--- src/bitp_pkg.sv ---
// Shared types, constants and helper functions for the bounded integer text parser.
// Depends on nothing; every other file of the block imports it.
package bitp_pkg;

    // Field widths fixed by the interface.
    localparam int unsigned DATA_W      = 64;
    localparam int unsigned RADIX_W     = 6;
    localparam int unsigned DIGIT_W     = 8;
    localparam int unsigned OFFSET_W    = 16;
    localparam int unsigned STATUS_W    = 3;
    localparam int unsigned CFG_IDX_W   = 2;

    // Depth of the byte queue between the front and the back.
    localparam int unsigned QUEUE_DEPTH = 4;

    // Radix values with a meaning of their own.
    localparam logic [RADIX_W-1:0] RADIX_RESET = 6'd10;
    localparam logic [RADIX_W-1:0] RADIX_MAX   = 6'd36;
    localparam logic [RADIX_W-1:0] BASE_AUTO   = 6'd0;
    localparam logic [RADIX_W-1:0] BASE_ONE    = 6'd1;
    localparam logic [RADIX_W-1:0] BASE_OCT    = 6'd8;
    localparam logic [RADIX_W-1:0] BASE_DEC    = 6'd10;
    localparam logic [RADIX_W-1:0] BASE_HEX    = 6'd16;

    // Character codes.
    localparam logic [7:0] CH_NUL     = 8'h00;
    localparam logic [7:0] CH_TAB     = 8'h09;
    localparam logic [7:0] CH_CR      = 8'h0D;
    localparam logic [7:0] CH_SPACE   = 8'h20;
    localparam logic [7:0] CH_PLUS    = 8'h2B;
    localparam logic [7:0] CH_MINUS   = 8'h2D;
    localparam logic [7:0] CH_ZERO    = 8'h30;
    localparam logic [7:0] CH_NINE    = 8'h39;
    localparam logic [7:0] CH_A_LOWER = 8'h61;
    localparam logic [7:0] CH_X_LOWER = 8'h78;
    localparam logic [7:0] CASE_BIT   = 8'h20;
    localparam logic [7:0] LETTER_OFS = 8'd87;
    localparam logic [7:0] NOT_DIGIT  = 8'd99;

    // Configuration register indexes.
    localparam logic [CFG_IDX_W-1:0] REG_RADIX      = 2'd0;
    localparam logic [CFG_IDX_W-1:0] REG_LOW_LIMIT  = 2'd1;
    localparam logic [CFG_IDX_W-1:0] REG_HIGH_LIMIT = 2'd2;

    typedef enum logic [STATUS_W-1:0] {
        ST_OK,
        ST_BAD_BASE,
        ST_NONE,
        ST_TRAILING,
        ST_RANGE
    } status_t;

    typedef enum logic [2:0] {
        PH_SPACE,
        PH_SIGNED,
        PH_ZERO,
        PH_DIGITS,
        PH_STOPPED,
        PH_BADBASE
    } phase_t;

    typedef enum logic {
        SEQ_RUN,
        SEQ_DIV
    } seq_t;

    typedef struct packed {
        logic [RADIX_W-1:0] radix;
        logic [DATA_W-1:0]  low_limit;
        logic [DATA_W-1:0]  high_limit;
    } cfg_t;

    // One byte after classification by the front.
    typedef struct packed {
        logic               is_nul;
        logic               is_space;
        logic               is_minus;
        logic               is_plus;
        logic               is_zero;
        logic               is_x;
        logic [DIGIT_W-1:0] dval;
    } byte_class_t;

    typedef struct packed {
        logic               start;
        logic [DATA_W-1:0]  dividend;
        logic [RADIX_W-1:0] divisor;
    } div_req_t;

    typedef struct packed {
        logic               done;
        logic [DATA_W-1:0]  quotient;
        logic [RADIX_W-1:0] remainder;
    } div_rsp_t;

    // Digit value of a byte; letters of either case count from ten.
    function automatic logic [DIGIT_W-1:0] digit_value(input logic [7:0] c);
        logic [7:0] u;
        u = c | CASE_BIT;
        if (u >= CH_A_LOWER)
            return u - LETTER_OFS;
        else if (c >= CH_ZERO && c <= CH_NINE)
            return c - CH_ZERO;
        else
            return NOT_DIGIT;
    endfunction

    function automatic byte_class_t classify(input logic [7:0] c);
        byte_class_t k;
        k.is_nul   = (c == CH_NUL);
        k.is_space = (c >= CH_TAB && c <= CH_CR) || (c == CH_SPACE);
        k.is_minus = (c == CH_MINUS);
        k.is_plus  = (c == CH_PLUS);
        k.is_zero  = (c == CH_ZERO);
        k.is_x     = ((c | CASE_BIT) == CH_X_LOWER);
        k.dval     = digit_value(c);
        return k;
    endfunction

endpackage

--- src/bitp_front.sv ---
// Front of the parser: takes text bytes, classifies them and queues them for the back.
// Depends on bitp_pkg.
module bitp_front (
    input  logic                  clk,
    input  logic                  rst_n,
    input  logic                  push,
    input  logic [7:0]            text_byte,
    output logic                  full,
    output logic                  q_valid,
    output bitp_pkg::byte_class_t q_item,
    input  logic                  q_take
);
    import bitp_pkg::*;

    localparam int unsigned PTR_W = $clog2(QUEUE_DEPTH);
    localparam int unsigned CNT_W = $clog2(QUEUE_DEPTH + 1);

    byte_class_t        slot_reg [QUEUE_DEPTH];
    logic [PTR_W-1:0]   wr_ptr_reg, wr_ptr_next;
    logic [PTR_W-1:0]   rd_ptr_reg, rd_ptr_next;
    logic [CNT_W-1:0]   count_reg, count_next;
    logic               wr_en;
    logic               rd_en;

    assign full    = (count_reg == CNT_W'(QUEUE_DEPTH));
    assign q_valid = (count_reg != '0);
    assign q_item  = slot_reg[rd_ptr_reg];
    assign wr_en   = push && !full;
    assign rd_en   = q_take && q_valid;

    // Pointer and fill count update.
    always_comb
    begin
        wr_ptr_next = wr_en ? wr_ptr_reg + 1'b1 : wr_ptr_reg;
        rd_ptr_next = rd_en ? rd_ptr_reg + 1'b1 : rd_ptr_reg;
        count_next  = count_reg;
        if (wr_en && !rd_en)
            count_next = count_reg + 1'b1;
        else if (rd_en && !wr_en)
            count_next = count_reg - 1'b1;
    end

    always_ff @(posedge clk or negedge rst_n)
    begin
        if (!rst_n)
        begin
            wr_ptr_reg <= '0;
            rd_ptr_reg <= '0;
            count_reg  <= '0;
        end
        else
        begin
            wr_ptr_reg <= wr_ptr_next;
            rd_ptr_reg <= rd_ptr_next;
            count_reg  <= count_next;
        end
    end

    // Each accepted beat is stored already classified.
    always_ff @(posedge clk)
    begin
        if (wr_en)
            slot_reg[wr_ptr_reg] <= classify(text_byte);
    end

endmodule

--- src/bitp_div.sv ---
// Radix-2 restoring divider: splits a 64-bit limit by the base, one quotient bit a cycle.
// Depends on bitp_pkg.
module bitp_div (
    input  logic               clk,
    input  logic               rst_n,
    input  bitp_pkg::div_req_t req,
    output bitp_pkg::div_rsp_t rsp
);
    import bitp_pkg::*;

    localparam int unsigned STEPS = DATA_W;
    localparam int unsigned CNT_W = $clog2(STEPS + 1);

    logic [DATA_W-1:0]  quo_reg, quo_next;
    logic [RADIX_W-1:0] rem_reg, rem_next;
    logic [RADIX_W-1:0] dvs_reg;
    logic [CNT_W-1:0]   cnt_reg;
    logic               busy_reg;
    logic               done_reg;
    logic [RADIX_W:0]   rem_shift;
    logic               fits;

    // One restoring step: shift in the next dividend bit, subtract when it fits.
    always_comb
    begin
        rem_shift = {rem_reg, quo_reg[DATA_W-1]};
        fits      = (rem_shift >= {1'b0, dvs_reg});
        rem_next  = fits ? RADIX_W'(rem_shift - {1'b0, dvs_reg}) : RADIX_W'(rem_shift);
        quo_next  = {quo_reg[DATA_W-2:0], fits};
    end

    // Step counter and completion pulse.
    always_ff @(posedge clk or negedge rst_n)
    begin
        if (!rst_n)
        begin
            cnt_reg  <= '0;
            busy_reg <= 1'b0;
            done_reg <= 1'b0;
        end
        else if (req.start)
        begin
            cnt_reg  <= CNT_W'(STEPS);
            busy_reg <= 1'b1;
            done_reg <= 1'b0;
        end
        else if (busy_reg)
        begin
            cnt_reg <= cnt_reg - 1'b1;
            if (cnt_reg == CNT_W'(1))
            begin
                busy_reg <= 1'b0;
                done_reg <= 1'b1;
            end
        end
        else
        begin
            done_reg <= 1'b0;
        end
    end

    // Dividend shifts into the quotient in place.
    always_ff @(posedge clk)
    begin
        if (req.start)
        begin
            quo_reg <= req.dividend;
            rem_reg <= '0;
            dvs_reg <= req.divisor;
        end
        else if (busy_reg)
        begin
            quo_reg <= quo_next;
            rem_reg <= rem_next;
        end
    end

    assign rsp.done      = done_reg;
    assign rsp.quotient  = quo_reg;
    assign rsp.remainder = rem_reg;

endmodule

--- src/bitp_back.sv ---
// Back of the parser: runs the per-string conversion and holds the finished result.
// Depends on bitp_pkg and bitp_div.
module bitp_back #(
    parameter longint unsigned MAX_TEXT_LEN = 65535
) (
    input  logic                                 clk,
    input  logic                                 rst_n,
    input  bitp_pkg::cfg_t                       cfg,
    input  logic                                 q_valid,
    input  bitp_pkg::byte_class_t                q_item,
    output logic                                 q_take,
    output logic                                 empty,
    input  logic                                 pop,
    output logic signed [bitp_pkg::DATA_W-1:0]   parsed_value,
    output logic        [bitp_pkg::OFFSET_W-1:0] end_offset,
    output logic        [bitp_pkg::STATUS_W-1:0] status
);
    import bitp_pkg::*;

    localparam int unsigned       POS_W   = $clog2(MAX_TEXT_LEN + 1);
    localparam logic [POS_W-1:0]  MAX_POS = POS_W'(MAX_TEXT_LEN);

    // Per-string state.
    seq_t               seq_reg, seq_next;
    phase_t             phase_reg, phase_next;
    logic               neg_reg, neg_next;
    logic [RADIX_W-1:0] base_reg, base_next;
    logic [DATA_W-1:0]  mag_reg, mag_next;
    logic               ovf_reg, ovf_next;
    logic               seen_reg, seen_next;
    logic [POS_W-1:0]   pos_reg, pos_next;
    logic [POS_W-1:0]   stop_reg, stop_next;
    logic               pend_reg, pend_next;
    logic [DIGIT_W-1:0] pend_dval_reg, pend_dval_next;

    // Result holding register.
    logic               out_valid_reg, out_valid_next;
    logic [DATA_W-1:0]  out_value_reg, out_value_next;
    logic [OFFSET_W-1:0] out_offset_reg, out_offset_next;
    status_t            out_status_reg, out_status_next;

    // Working signals.
    div_req_t                  div_req;
    div_rsp_t                  div_rsp;
    logic                      first_byte;
    logic                      bad_radix;
    phase_t                    phase_eff;
    logic [POS_W-1:0]          pos_inc;
    logic                      fix_go;
    logic [RADIX_W-1:0]        fix_val;
    logic [RADIX_W-1:0]        fix_base;
    logic                      sign_done;
    logic [RADIX_W-1:0]        sign_base;
    logic                      digit_want;
    logic                      digit_go;
    logic [DIGIT_W-1:0]        digit_dval;
    logic [DATA_W+RADIX_W-1:0] prod;
    logic [DATA_W-1:0]         mag_acc;
    logic                      ovf_hit;

    bitp_div u_div (
        .clk   (clk),
        .rst_n (rst_n),
        .req   (div_req),
        .rsp   (div_rsp)
    );

    // Radix check on the first byte of a string, and the saturating byte counter.
    assign first_byte = (pos_reg == '0) && (phase_reg == PH_SPACE);
    assign bad_radix  = (cfg.radix > RADIX_MAX) || (cfg.radix == BASE_ONE);
    assign phase_eff  = (first_byte && bad_radix) ? PH_BADBASE : phase_reg;
    assign pos_inc    = (pos_reg < MAX_POS) ? pos_reg + 1'b1 : MAX_POS;

    // Digit accumulate uses one multiplier; the limit compare checks against the split limit.
    assign prod    = mag_reg * base_reg;
    assign mag_acc = prod[DATA_W-1:0] + DATA_W'(digit_dval);
    assign ovf_hit = (mag_reg > div_rsp.quotient) ||
                     ((mag_reg == div_rsp.quotient) &&
                      (digit_dval > DIGIT_W'(div_rsp.remainder)));

    // Conversion sequencer: next state and result capture.
    always_comb
    begin
        seq_next        = seq_reg;
        phase_next      = phase_reg;
        neg_next        = neg_reg;
        base_next       = base_reg;
        mag_next        = mag_reg;
        ovf_next        = ovf_reg;
        seen_next       = seen_reg;
        pos_next        = pos_reg;
        stop_next       = stop_reg;
        pend_next       = pend_reg;
        pend_dval_next  = pend_dval_reg;
        out_valid_next  = out_valid_reg && !pop;
        out_value_next  = out_value_reg;
        out_offset_next = out_offset_reg;
        out_status_next = out_status_reg;
        q_take          = 1'b0;
        div_req         = '0;
        fix_go          = 1'b0;
        fix_val         = BASE_AUTO;
        fix_base        = BASE_DEC;
        sign_done       = 1'b0;
        sign_base       = BASE_AUTO;
        digit_want      = 1'b0;
        digit_go        = 1'b0;
        digit_dval      = q_item.dval;

        unique case (seq_reg)
            SEQ_DIV:
            begin
                // Limits are split; finish the digit that was waiting on them.
                if (div_rsp.done)
                begin
                    seq_next   = SEQ_RUN;
                    pend_next  = 1'b0;
                    digit_go   = pend_reg;
                    digit_dval = pend_dval_reg;
                end
            end
            SEQ_RUN:
            begin
                if (q_valid && q_item.is_nul)
                begin
                    // End of string: build the result once the holding register is free.
                    if (!out_valid_next)
                    begin
                        q_take          = 1'b1;
                        out_valid_next  = 1'b1;
                        out_value_next  = '0;
                        out_offset_next = '0;
                        if (phase_eff == PH_BADBASE)
                            out_status_next = ST_BAD_BASE;
                        else if (!seen_reg)
                            out_status_next = ST_NONE;
                        else
                        begin
                            out_value_next  = neg_reg ? DATA_W'(0) - mag_reg : mag_reg;
                            out_offset_next = OFFSET_W'(stop_reg);
                            if (ovf_reg)
                                out_status_next = ST_RANGE;
                            else if (stop_reg < pos_reg)
                                out_status_next = ST_TRAILING;
                            else
                                out_status_next = ST_OK;
                        end
                        phase_next = PH_SPACE;
                        neg_next   = 1'b0;
                        base_next  = BASE_AUTO;
                        mag_next   = '0;
                        ovf_next   = 1'b0;
                        seen_next  = 1'b0;
                        pos_next   = '0;
                        stop_next  = '0;
                        pend_next  = 1'b0;
                    end
                end
                else if (q_valid)
                begin
                    q_take     = 1'b1;
                    pos_next   = pos_inc;
                    phase_next = phase_eff;

                    unique case (phase_eff)
                        PH_SPACE:
                        begin
                            if (!q_item.is_space)
                            begin
                                neg_next = q_item.is_minus;
                                if (cfg.radix != BASE_AUTO)
                                begin
                                    fix_go  = 1'b1;
                                    fix_val = cfg.radix;
                                end
                                if (q_item.is_minus || q_item.is_plus)
                                    phase_next = PH_SIGNED;
                                else
                                begin
                                    sign_done = 1'b1;
                                    sign_base = cfg.radix;
                                end
                            end
                        end
                        PH_SIGNED:
                        begin
                            sign_done = 1'b1;
                            sign_base = base_reg;
                        end
                        PH_ZERO:
                        begin
                            if (q_item.is_x)
                            begin
                                if (base_reg == BASE_AUTO)
                                begin
                                    fix_go  = 1'b1;
                                    fix_val = BASE_HEX;
                                end
                                phase_next = PH_DIGITS;
                            end
                            else
                            begin
                                if (base_reg == BASE_AUTO)
                                begin
                                    fix_go  = 1'b1;
                                    fix_val = BASE_OCT;
                                end
                                digit_want = 1'b1;
                            end
                        end
                        PH_DIGITS:
                        begin
                            digit_want = 1'b1;
                        end
                        default:
                        begin
                        end
                    endcase

                    // First byte after any sign: a leading zero may open a prefix.
                    if (sign_done)
                    begin
                        if (q_item.is_zero && (sign_base == BASE_AUTO || sign_base == BASE_HEX))
                        begin
                            seen_next  = 1'b1;
                            stop_next  = pos_inc;
                            phase_next = PH_ZERO;
                        end
                        else
                        begin
                            if (sign_base == BASE_AUTO)
                            begin
                                fix_go  = 1'b1;
                                fix_val = BASE_DEC;
                            end
                            digit_want = 1'b1;
                        end
                    end

                    // Base is settled: split the magnitude limit and park any digit.
                    if (fix_go)
                    begin
                        fix_base         = (fix_val < 6'd2) ? BASE_DEC : fix_val;
                        base_next        = fix_base;
                        div_req.start    = 1'b1;
                        div_req.dividend = neg_next ? DATA_W'(0) - cfg.low_limit
                                                    : cfg.high_limit;
                        div_req.divisor  = fix_base;
                        seq_next         = SEQ_DIV;
                        pend_next        = digit_want;
                        pend_dval_next   = q_item.dval;
                    end
                    else
                    begin
                        digit_go = digit_want;
                    end
                end
            end
        endcase

        // Digit step: stop on a non-digit, else accumulate with a sticky limit check.
        if (digit_go)
        begin
            if (digit_dval >= DIGIT_W'(base_reg))
                phase_next = PH_STOPPED;
            else
            begin
                ovf_next   = ovf_reg || ovf_hit;
                mag_next   = mag_acc;
                seen_next  = 1'b1;
                stop_next  = pos_next;
                phase_next = PH_DIGITS;
            end
        end
    end

    // Control state.
    always_ff @(posedge clk or negedge rst_n)
    begin
        if (!rst_n)
        begin
            seq_reg       <= SEQ_RUN;
            phase_reg     <= PH_SPACE;
            neg_reg       <= 1'b0;
            base_reg      <= BASE_AUTO;
            ovf_reg       <= 1'b0;
            seen_reg      <= 1'b0;
            pos_reg       <= '0;
            stop_reg      <= '0;
            pend_reg      <= 1'b0;
            out_valid_reg <= 1'b0;
            mag_reg       <= '0;
        end
        else
        begin
            seq_reg       <= seq_next;
            phase_reg     <= phase_next;
            neg_reg       <= neg_next;
            base_reg      <= base_next;
            ovf_reg       <= ovf_next;
            seen_reg      <= seen_next;
            pos_reg       <= pos_next;
            stop_reg      <= stop_next;
            pend_reg      <= pend_next;
            out_valid_reg <= out_valid_next;
            mag_reg       <= mag_next;
        end
    end

    // Payload registers.
    always_ff @(posedge clk)
    begin
        pend_dval_reg  <= pend_dval_next;
        out_value_reg  <= out_value_next;
        out_offset_reg <= out_offset_next;
        out_status_reg <= out_status_next;
    end

    assign empty        = !out_valid_reg;
    assign parsed_value = $signed(out_value_reg);
    assign end_offset   = out_offset_reg;
    assign status       = out_status_reg;

endmodule

--- src/bounded_integer_text_parser.sv ---
// Output: a result is on the ports the cycle after the back takes the zero byte, which was
// queued first. Throughput: one byte a cycle, except that once per string, when the base
// becomes fixed, the 64-step limit divider holds the back until done, and a zero byte waits
// while a result is unpopped; the 4-entry byte queue then takes up to four more bytes and
// raises full. Reset clears the queue, the string state and the result register; radix
// goes to 10, limits to the full signed 64-bit range. Uses bitp_pkg, bitp_front, bitp_back.
module bounded_integer_text_parser #(
    parameter longint unsigned MAX_TEXT_LEN = 65535
) (
    input  logic                                  clk,
    input  logic                                  rst_n,
    input  logic                                  push,
    output logic                                  full,
    input  logic        [7:0]                     text_byte,
    output logic                                  empty,
    input  logic                                  pop,
    output logic signed [bitp_pkg::DATA_W-1:0]    parsed_value,
    output logic        [bitp_pkg::OFFSET_W-1:0]  end_offset,
    output logic        [bitp_pkg::STATUS_W-1:0]  status,
    input  logic                                  cfg_write,
    input  logic        [bitp_pkg::CFG_IDX_W-1:0] cfg_index,
    input  logic        [bitp_pkg::DATA_W-1:0]    cfg_data
);
    import bitp_pkg::*;

    logic [RADIX_W-1:0] radix_reg;
    logic [DATA_W-1:0]  low_limit_reg;
    logic [DATA_W-1:0]  high_limit_reg;
    cfg_t               cfg;
    logic               q_valid;
    byte_class_t        q_item;
    logic               q_take;

    // Configuration registers; writes to unknown indexes are dropped.
    always_ff @(posedge clk or negedge rst_n)
    begin
        if (!rst_n)
        begin
            radix_reg      <= RADIX_RESET;
            low_limit_reg  <= {1'b1, {(DATA_W-1){1'b0}}};
            high_limit_reg <= {1'b0, {(DATA_W-1){1'b1}}};
        end
        else if (cfg_write)
        begin
            unique case (cfg_index)
                REG_RADIX:      radix_reg      <= cfg_data[RADIX_W-1:0];
                REG_LOW_LIMIT:  low_limit_reg  <= cfg_data;
                REG_HIGH_LIMIT: high_limit_reg <= cfg_data;
                default:
                begin
                end
            endcase
        end
    end

    assign cfg.radix      = radix_reg;
    assign cfg.low_limit  = low_limit_reg;
    assign cfg.high_limit = high_limit_reg;

    bitp_front u_front (
        .clk       (clk),
        .rst_n     (rst_n),
        .push      (push),
        .text_byte (text_byte),
        .full      (full),
        .q_valid   (q_valid),
        .q_item    (q_item),
        .q_take    (q_take)
    );

    bitp_back #(
        .MAX_TEXT_LEN (MAX_TEXT_LEN)
    ) u_back (
        .clk          (clk),
        .rst_n        (rst_n),
        .cfg          (cfg),
        .q_valid      (q_valid),
        .q_item       (q_item),
        .q_take       (q_take),
        .empty        (empty),
        .pop          (pop),
        .parsed_value (parsed_value),
        .end_offset   (end_offset),
        .status       (status)
    );

endmodule

--- config.mk ---
export PLATFORM = sky130hd
export DESIGN_NAME = bounded_integer_text_parser
export DESIGN_NICKNAME = d
export VERILOG_FILES = /design/src/bitp_pkg.sv /design/src/bitp_front.sv /design/src/bitp_div.sv /design/src/bitp_back.sv /design/src/bounded_integer_text_parser.sv
export SDC_FILE = /design/constraint.sdc
export NUM_CORES = 2
export LEC_CHECK = 0
export CAP_MARGIN = 5
export CORE_ASPECT_RATIO = 1.5
export CORE_UTILIZATION = 45
export DETAILED_ROUTE_END_ITERATION = 8
export DONT_BUFFER_PORTS = 1
export GPL_TIMING_DRIVEN = 0
export PLACE_DENSITY_LB_ADDON = 0.1
export RECOVER_POWER = 50
export REMOVE_ABC_BUFFERS = 1
export SYNTH_ARGS = -nofsm -noshare
export SYNTH_HDL_FRONTEND = slang
export SYNTH_SLANG_ARGS = --single-unit
--- constraint.sdc ---
create_clock -name clk -period 13.25 [get_ports clk]
set_input_delay 2.65 -clock clk [delete_from_list [all_inputs] [get_ports clk]]
set_output_delay 2.65 -clock clk [all_outputs]
set_load 0.05 [all_outputs]
# Yosys cells after proc, flatten, opt, wreduce, memory -nomap -nowiden
# Memory sizes are Yosys's and may differ from the RTL's.
# Cells that the tools add are included.
[classes] n_addsub=12 n_mul=1 order_cmp=13 n_eq_ne=24 mux=145 n_bitwise=6 reduce_logical=48
[ops] op="$mux W64" count=9
[ops] op="$mux W71" count=4
[ops] op="$mux W16" count=13
[ops] op="$sub A1 B64 Y64 const A" count=2
[ops] op="$mux W6" count=20
[ops] op="$add A64 B8 Y64" count=1
[ops] op="$eq A64 B64 Y1" count=1
[ops] op="$gt A64 B64 Y1" count=1
[ops] op="$mul A64 B6 Y64" count=1
[ops] op="$mux W1" count=64
[ops] op="$mux W3" count=15
[ops] op="$mux W8" count=5
[ops] op="$eq A8 B6 Y1 const B" count=4
[ops] op="$pmux W6 S2" count=2
[ops] op="$add A16 B1 Y16 const B" count=1
[ops] op="$logic_not A16 Y1" count=1
[ops] op="$lt A16 B16 Y1" count=1
[ops] op="$lt A16 B16 Y1 const B" count=1
[ops] op="$mux W7" count=2
[ops] op="$logic_and A1 B1 Y1" count=12
[ops] op="$logic_not A6 Y1" count=2
[ops] op="$pmux W1 S2" count=6
[ops] op="$reduce_and A4 Y1" count=3
[ops] op="$ne A3 B1 Y1 const B" count=3
[ops] op="46 further kinds" count=75
[word_totals] register_bits=428 ram_bits=56 inputBits=79 output_inout_bits=85 wordCells=278 mem_count=1
[mem_list] memory="u_front.slot_reg" words=4 word_bits=14 rd=1 rd_ports_with_merged_regs=0 write_ports=1 line="bitp_front.sv:18" source="byte_class_t slot_reg [QUEUE_DEPTH];"

# Logic depth before layout (Yosys ltp)
[depth] ltp_word=24 depth_mapped=23

# Hierarchy
# From an unflattened synthesis, not the netlist that was laid out.
[unflattened] cells_unflattened=3831 area_unflattened_um2=38788.5
[by_module_without_submodules] mod="bitp_back" instances=1 cells_per_inst=3107 area_per_inst_um2=26247.7
[by_module_without_submodules] mod="bounded_integer_text_parser" instances=1 cells_per_inst=285 area_per_inst_um2=5685.5
[by_module_without_submodules] mod="bitp_div" instances=1 cells_per_inst=260 area_per_inst_um2=3878.7
[by_module_without_submodules] mod="bitp_front" instances=1 cells_per_inst=179 area_per_inst_um2=2976.6

# Worst setup path after synthesis
# No wires, ideal clock.
[synth_path] path_type="register to register" from="reg u_back.base_reg[5]" to="reg u_back.mag_reg[55]" setup_ns=0.131 t_arrival_ns=5.702 required_time_ns=13.119 slack_ns=7.417 stages_incl_launch_ff=22 period_less_slack_ns=5.833 cell_sequence="dfrtp_1 clkbuf_1 clkbuf_1 nand2_1 fa_1 fa_1 inv_1 fa_1 inv_1 fa_1 inv_1 ha_1 o21ai_0 o31ai_1 a21oi_1 nor3_1 o21bai_1 o41ai_1 a31oi_1 o21bai_1 xnor2_1 o21ai_1"
[synth_between] elab_chain_len=17
[synth_rtl] element="start: declaration" line="bitp_back.sv:27" source="logic [RADIX_W-1:0] base_reg, base_next;"
[synth_rtl] element="start signal: assignment" line="bitp_back.sv:299" source="base_reg <= base_next;"
[synth_rtl] element="parallel branches: the longest is 16 deep, another holds $mul A64 B6 Y64"
[synth_rtl] element="$mux W64 (*)" line="bitp_back.sv:262" source="if (digit_go)"
[synth_rtl] element="via u_back.mag_next[55]" line="bitp_back.sv:28" source="logic [DATA_W-1:0] mag_reg, mag_next;"
[synth_rtl] element="end signal: assignment" line="bitp_back.sv:306" source="mag_reg <= mag_next;"
[synth_rtl] element="end: declaration" line="bitp_back.sv:28"
# Mark *: on every way through the listed nets, which the timed path passes. The select of a mux whose other input is x is not followed.
# A chain may end at the register's enable or synchronous reset.

# Worst setup path in the final report
[layout_path] from="reg u_back.base_reg[4]" to="reg u_back.mag_reg[55]"
# The elaborated chain is that of the path after synthesis.

==> parameters.txt <==
Parameter                              Value

Timing
  Setup tns final ... 0 ns
  Setup violation total in the final timing report ... 0
  Transition time at the pin with the least slew margin ... roughly 2.7 ns
  Unrepaired setup endpoints after global routing ... no
  Post-Route Skew ... 0.02439 ns
  Final critical-path share of the clock period ... 56.93%
  Count of endpoints failing hold in the final timing report ... 0
  Count of pins over their slew limit ... 42
  Time the worst path needs with I/O delays and setup ... 7.543 ns
  Worst slew slack as a fraction of its limit ... -78.10%
  Fmax achieved ... between 100 and 150 MHz
  Worst hold slack ... approximately 0.5 ns

Logic synthesis
  Post-synthesis average cell area ... 10.09 µm²
  Commonest cells in the netlist ... sky130_fd_sc_hd__and2_1, sky130_fd_sc_hd__nand2_1, sky130_fd_sc_hd__nor2_1
  Asr flop ratio synth ... 53.93%
  Post-Syn Area ... 37070 µm²
  Synth top area cells ... sky130_fd_sc_hd__edfxtp_1, sky130_fd_sc_hd__fa_1, sky130_fd_sc_hd__dfrtp_1, sky130_fd_sc_hd__ha_1, sky130_fd_sc_hd__and2_1
  Number of different library cells in the post-synthesis netlist ... 83
  Flip-flop and latch count after synthesis ... roughly 480
  Share of synthesized area occupied by flip-flops and latches ... between 30% and 40%
  Number of warnings issued by yosys ... 0
  Number of cells produced by synthesis ... about 3700
  Most frequent cell after synthesis ... sky130_fd_sc_hd__and2_1
  Predominant post-synthesis flop cell ... sky130_fd_sc_hd__edfxtp_1
  Dominant cell type by area after synthesis ... sky130_fd_sc_hd__edfxtp_1
  Post-synth EDFFs ... 217
  Top-area cell type share of the netlist area ... 17.58%

Global route
  Antenna violations before repair ... 9
  Global-route wire length before repair ... about 160 mm
  Largest net degree at the start of global routing ... 262
  Via count of the first global-routing pass ... 28780
  Overall track demand over capacity in global routing ... 24.76%
  Grt total ovfl ... 0

Clocking
  Number of buffers inserted to repair setup after CTS ... 0
  Maximum level of the CTS H-tree ... 2
  # hold bufs at CTS ... 0
  Clock transition at the registers of the reported paths ... 0.06 ns
  Buffer depth of the longest clock path ... 3
  Inserted Clock Buffers ... 53
  Later-pin clock latency in the skew report ... 0.65 ns
  CTS Root Cell ... sky130_fd_sc_hd__clkbuf_16
  Clock tree from TritonCTS ... built
  Clk sinks ... 484
  Resized Gates After CTS ... 0

Finish
  Final standard cell count with taps included and fillers excluded ... 4617
  Proportion of layout cells with a drive suffix above 1 ... 10.13%
  Total number of nets in the final design ... 4093
  Number of fill cells in the layout ... 7567
  Area growth from synthesis to layout ... 7.216%

Power
  Net switching power ... roughly 3600 µW
  Total power per unit cell area ... ~200 nW/µm²
  Proportion of power drawn by flip-flops and latches ... approximately 36%
  Leakage dissipation ... around 0.018 µW
  Worst IR drop on VDD ... 0.1221 mV
  Share of power burned in combinational logic ... 44.7%
  Share of power burned in the clock network ... 19.2%
  Switching power share of the total ... roughly 45%
  Internal power ... 4431 µW

Floorplan
  Die ar. ... about 84000 µm²
  Die H ... 353.5 µm
  Number of top-level design ports ... roughly 160
  X dimension of the die ... 236.3 µm
  Core box area ... 81360 µm²
  Effective utilization at floorplan ... 45.56%
  Floorplan row count ... 128

Worst setup path
  CP Launch Type ... flop
  Required @ worst endpoint ... 13.77 ns
  Arrival time at the worst endpoint ... roughly 8.1 ns
  Biggest cell delay along the critical path ... 1.08 ns
  Top delay family on crit path ... compound AO/OA/AOI/OAI gates
  Worst setup path category ... flop to flop
  Most frequent cell on the critical path ... sky130_fd_sc_hd__fa_1
  Slowest cell on the critical path ... sky130_fd_sc_hd__o41ai_1
  CP bufs+invs ... 4
  Reg-to-reg slack, setup ... 5.71 ns
  Worst setup EP type ... flop
  Critical-path cell list ... buf_12 > nand2_1 > fa_1 > fa_1 > inv_1 > fa_1 > inv_1 > fa_1 > inv_1 > ha_1 > o21ai_0 > o31ai_1 > a21oi_1 > nor3_1 > o21bai_1 > o41ai_1 > a31oi_1 > o21bai_1 > xnor2_1 > o21ai_1
  Max Fanout on Critical Path ... 33

Detailed routing
  Vias ... 26620
  DRC Markers ... 0
  DR vias/cell ... 5.766
  Average wire per cell in the routed design ... approximately 22 µm
  Residual antenna-violating net count after detailed routing ... 0
  Drt total wl ... 101.7 mm
  Router iterations before antenna repair ... 6
  Initial detailed-routing violation count ... about 1400

Job
  Total of max-cap violations ... 2

Outcome
  Failing checks ... capacitance limit, slew limit
  Outcome ... finished with violations

Placement
  Number of instances in the placed design ... 4513
  Placer congestion estimate ... ~0.9
  Placed wire-length estimate after detailed placement ... 76.51 mm
  IO buf count ... 0

Worst hold path
  Class of the tightest hold or removal check ... flop to flop
-- per-stage QoR --
step	instance area (µm²)	setup slack, ns	util (%)	power, µW
floorplan	36190	5.318	-	5216
global placement	37490	0.5670	46.08	6418
detailed placement	38060	5.746	46.78	6540
CTS	39840	5.704	48.97	8127
global route	39730	5.343	48.84	8661
finish	39740	5.707	48.85	8037
-- cell families after synthesis --
family,Yosys count,synth area share (%)
adder cells (fa/ha/maj),486,21.35
buffers and inverters,465,4.793
AND/OR/NAND/NOR,1191,16.44
multiplexers,176,5.694
flip-flops,484,35.74
XOR/XNOR,214,5.056
AO/OA/AOI/OAI,658,10.93
-- layout make-up --
| class | count | area, µm² | area share (%) |
|---|---|---|---|
| clock inverters | 33 | 351.6 | 0.8846 |
| diodes | 4 | 10.01 | 0.02518 |
| well taps | 1040 | 1301 | 3.274 |
| flip-flops and latches | 484 | 13260 | 33.37 |
| multi-input cells | 2725 | 22090 | 55.59 |
| inverters | 239 | 898.4 | 2.260 |
| repair buffers | 25 | 399.1 | 1.004 |
| clock buffers | 67 | 1430 | 3.598 |
-- metal layers --
metal / wire length [µm] / GRT usage (%) / up-vias
li1: - / - / 12370
met1: 38320 / 27.39 / 13540
met2: 55250 / 47.02 / 531
met3: 4142 / 3.930 / 167
met4: 3880 / 9.195 / 14
met5: 102 / 0 / -
-- path summary, 6_finish.rpt --
check                                     startpoint                   end  depth (start not counted)
worst max register to register    u_back.base_reg[4]    u_back.mag_reg[55]                         20
max in group asynchronous                      rst_n        u_back.neg_reg                          0
worst min register to register  u_front.count_reg[2]  u_front.count_reg[2]                          1
worst min-delay path            u_front.count_reg[2]  u_front.count_reg[2]                          1
worst max-delay path              u_back.base_reg[4]    u_back.mag_reg[55]                         20
min in group asynchronous                      rst_n     low_limit_reg[62]                          0
-- power groups by stage --
| stage | logic (µW) | registers, µW | clock network (µW) |
|---|---|---|---|
| finish | 3590 | 2900 | 1550 |
| global route | 4050 | 2970 | 1640 |
| CTS | 3640 | 2900 | 1590 |
| detailed placement | 3610 | 2930 | 0 |
| global placement | 3410 | 3010 | 0 |
| floorplan | 2580 | 2640 | 0 |
-- worst reg2reg max path, cell delays in order, from the launching register on --
cell,delay [ns]
sky130_fd_sc_hd__dfrtp_2,0.81
sky130_fd_sc_hd__buf_12,0.27
sky130_fd_sc_hd__nand2_1,0.11
sky130_fd_sc_hd__fa_1,0.51
sky130_fd_sc_hd__fa_1,0.56
sky130_fd_sc_hd__inv_1,0.06
sky130_fd_sc_hd__fa_1,0.54
sky130_fd_sc_hd__inv_1,0.06
sky130_fd_sc_hd__fa_1,0.51
sky130_fd_sc_hd__inv_1,0.04
sky130_fd_sc_hd__ha_1,0.33
sky130_fd_sc_hd__o21ai_0,0.12
sky130_fd_sc_hd__o31ai_1,0.68
sky130_fd_sc_hd__a21oi_1,0.25
sky130_fd_sc_hd__nor3_1,0.43
sky130_fd_sc_hd__o21bai_1,0.28
sky130_fd_sc_hd__o41ai_1,1.08
sky130_fd_sc_hd__a31oi_1,0.29
sky130_fd_sc_hd__o21bai_1,0.25
sky130_fd_sc_hd__xnor2_1,0.15
sky130_fd_sc_hd__o21ai_1,0.08
-- cells in the final DEF (no fill, tap or decap), types with 10 or more instances in the layout --
cell type,netlist,layout
sky130_fd_sc_hd__nor2b_1,27,27
sky130_fd_sc_hd__o21ai_1,18,18
sky130_fd_sc_hd__buf_12,0,11
sky130_fd_sc_hd__mux2_2,139,138
sky130_fd_sc_hd__inv_1,238,237
sky130_fd_sc_hd__and2_1,300,295
sky130_fd_sc_hd__fa_1,244,244
sky130_fd_sc_hd__o31ai_1,33,33
sky130_fd_sc_hd__dfrtp_1,195,188
sky130_fd_sc_hd__a211oi_1,64,64
sky130_fd_sc_hd__clkbuf_1,196,18
sky130_fd_sc_hd__or2_2,10,10
sky130_fd_sc_hd__clkbuf_16,0,54
sky130_fd_sc_hd__mux2i_1,23,22
sky130_fd_sc_hd__a21o_1,72,72
sky130_fd_sc_hd__a31oi_1,24,24
sky130_fd_sc_hd__nor3_1,48,47
sky130_fd_sc_hd__nand2_1,258,256
sky130_fd_sc_hd__and3_1,45,45
sky130_fd_sc_hd__xor2_1,130,130
sky130_fd_sc_hd__dfstp_2,66,66
sky130_fd_sc_hd__a21oi_1,181,181
sky130_fd_sc_hd__nor2_1,256,256
sky130_fd_sc_hd__ha_1,242,242
sky130_fd_sc_hd__o21ai_0,172,172
sky130_fd_sc_hd__nor4_1,22,22
sky130_fd_sc_hd__mux4_2,14,14
sky130_fd_sc_hd__nand3_1,99,99
sky130_fd_sc_hd__xnor2_1,84,84
sky130_fd_sc_hd__nand4_1,34,34
sky130_fd_sc_hd__edfxtp_1,217,217
sky130_fd_sc_hd__or4_1,10,10
sky130_fd_sc_hd__nand2b_1,26,25
sky130_fd_sc_hd__or3_1,23,22
Note: power is estimated with default switching activity, not from simulation.
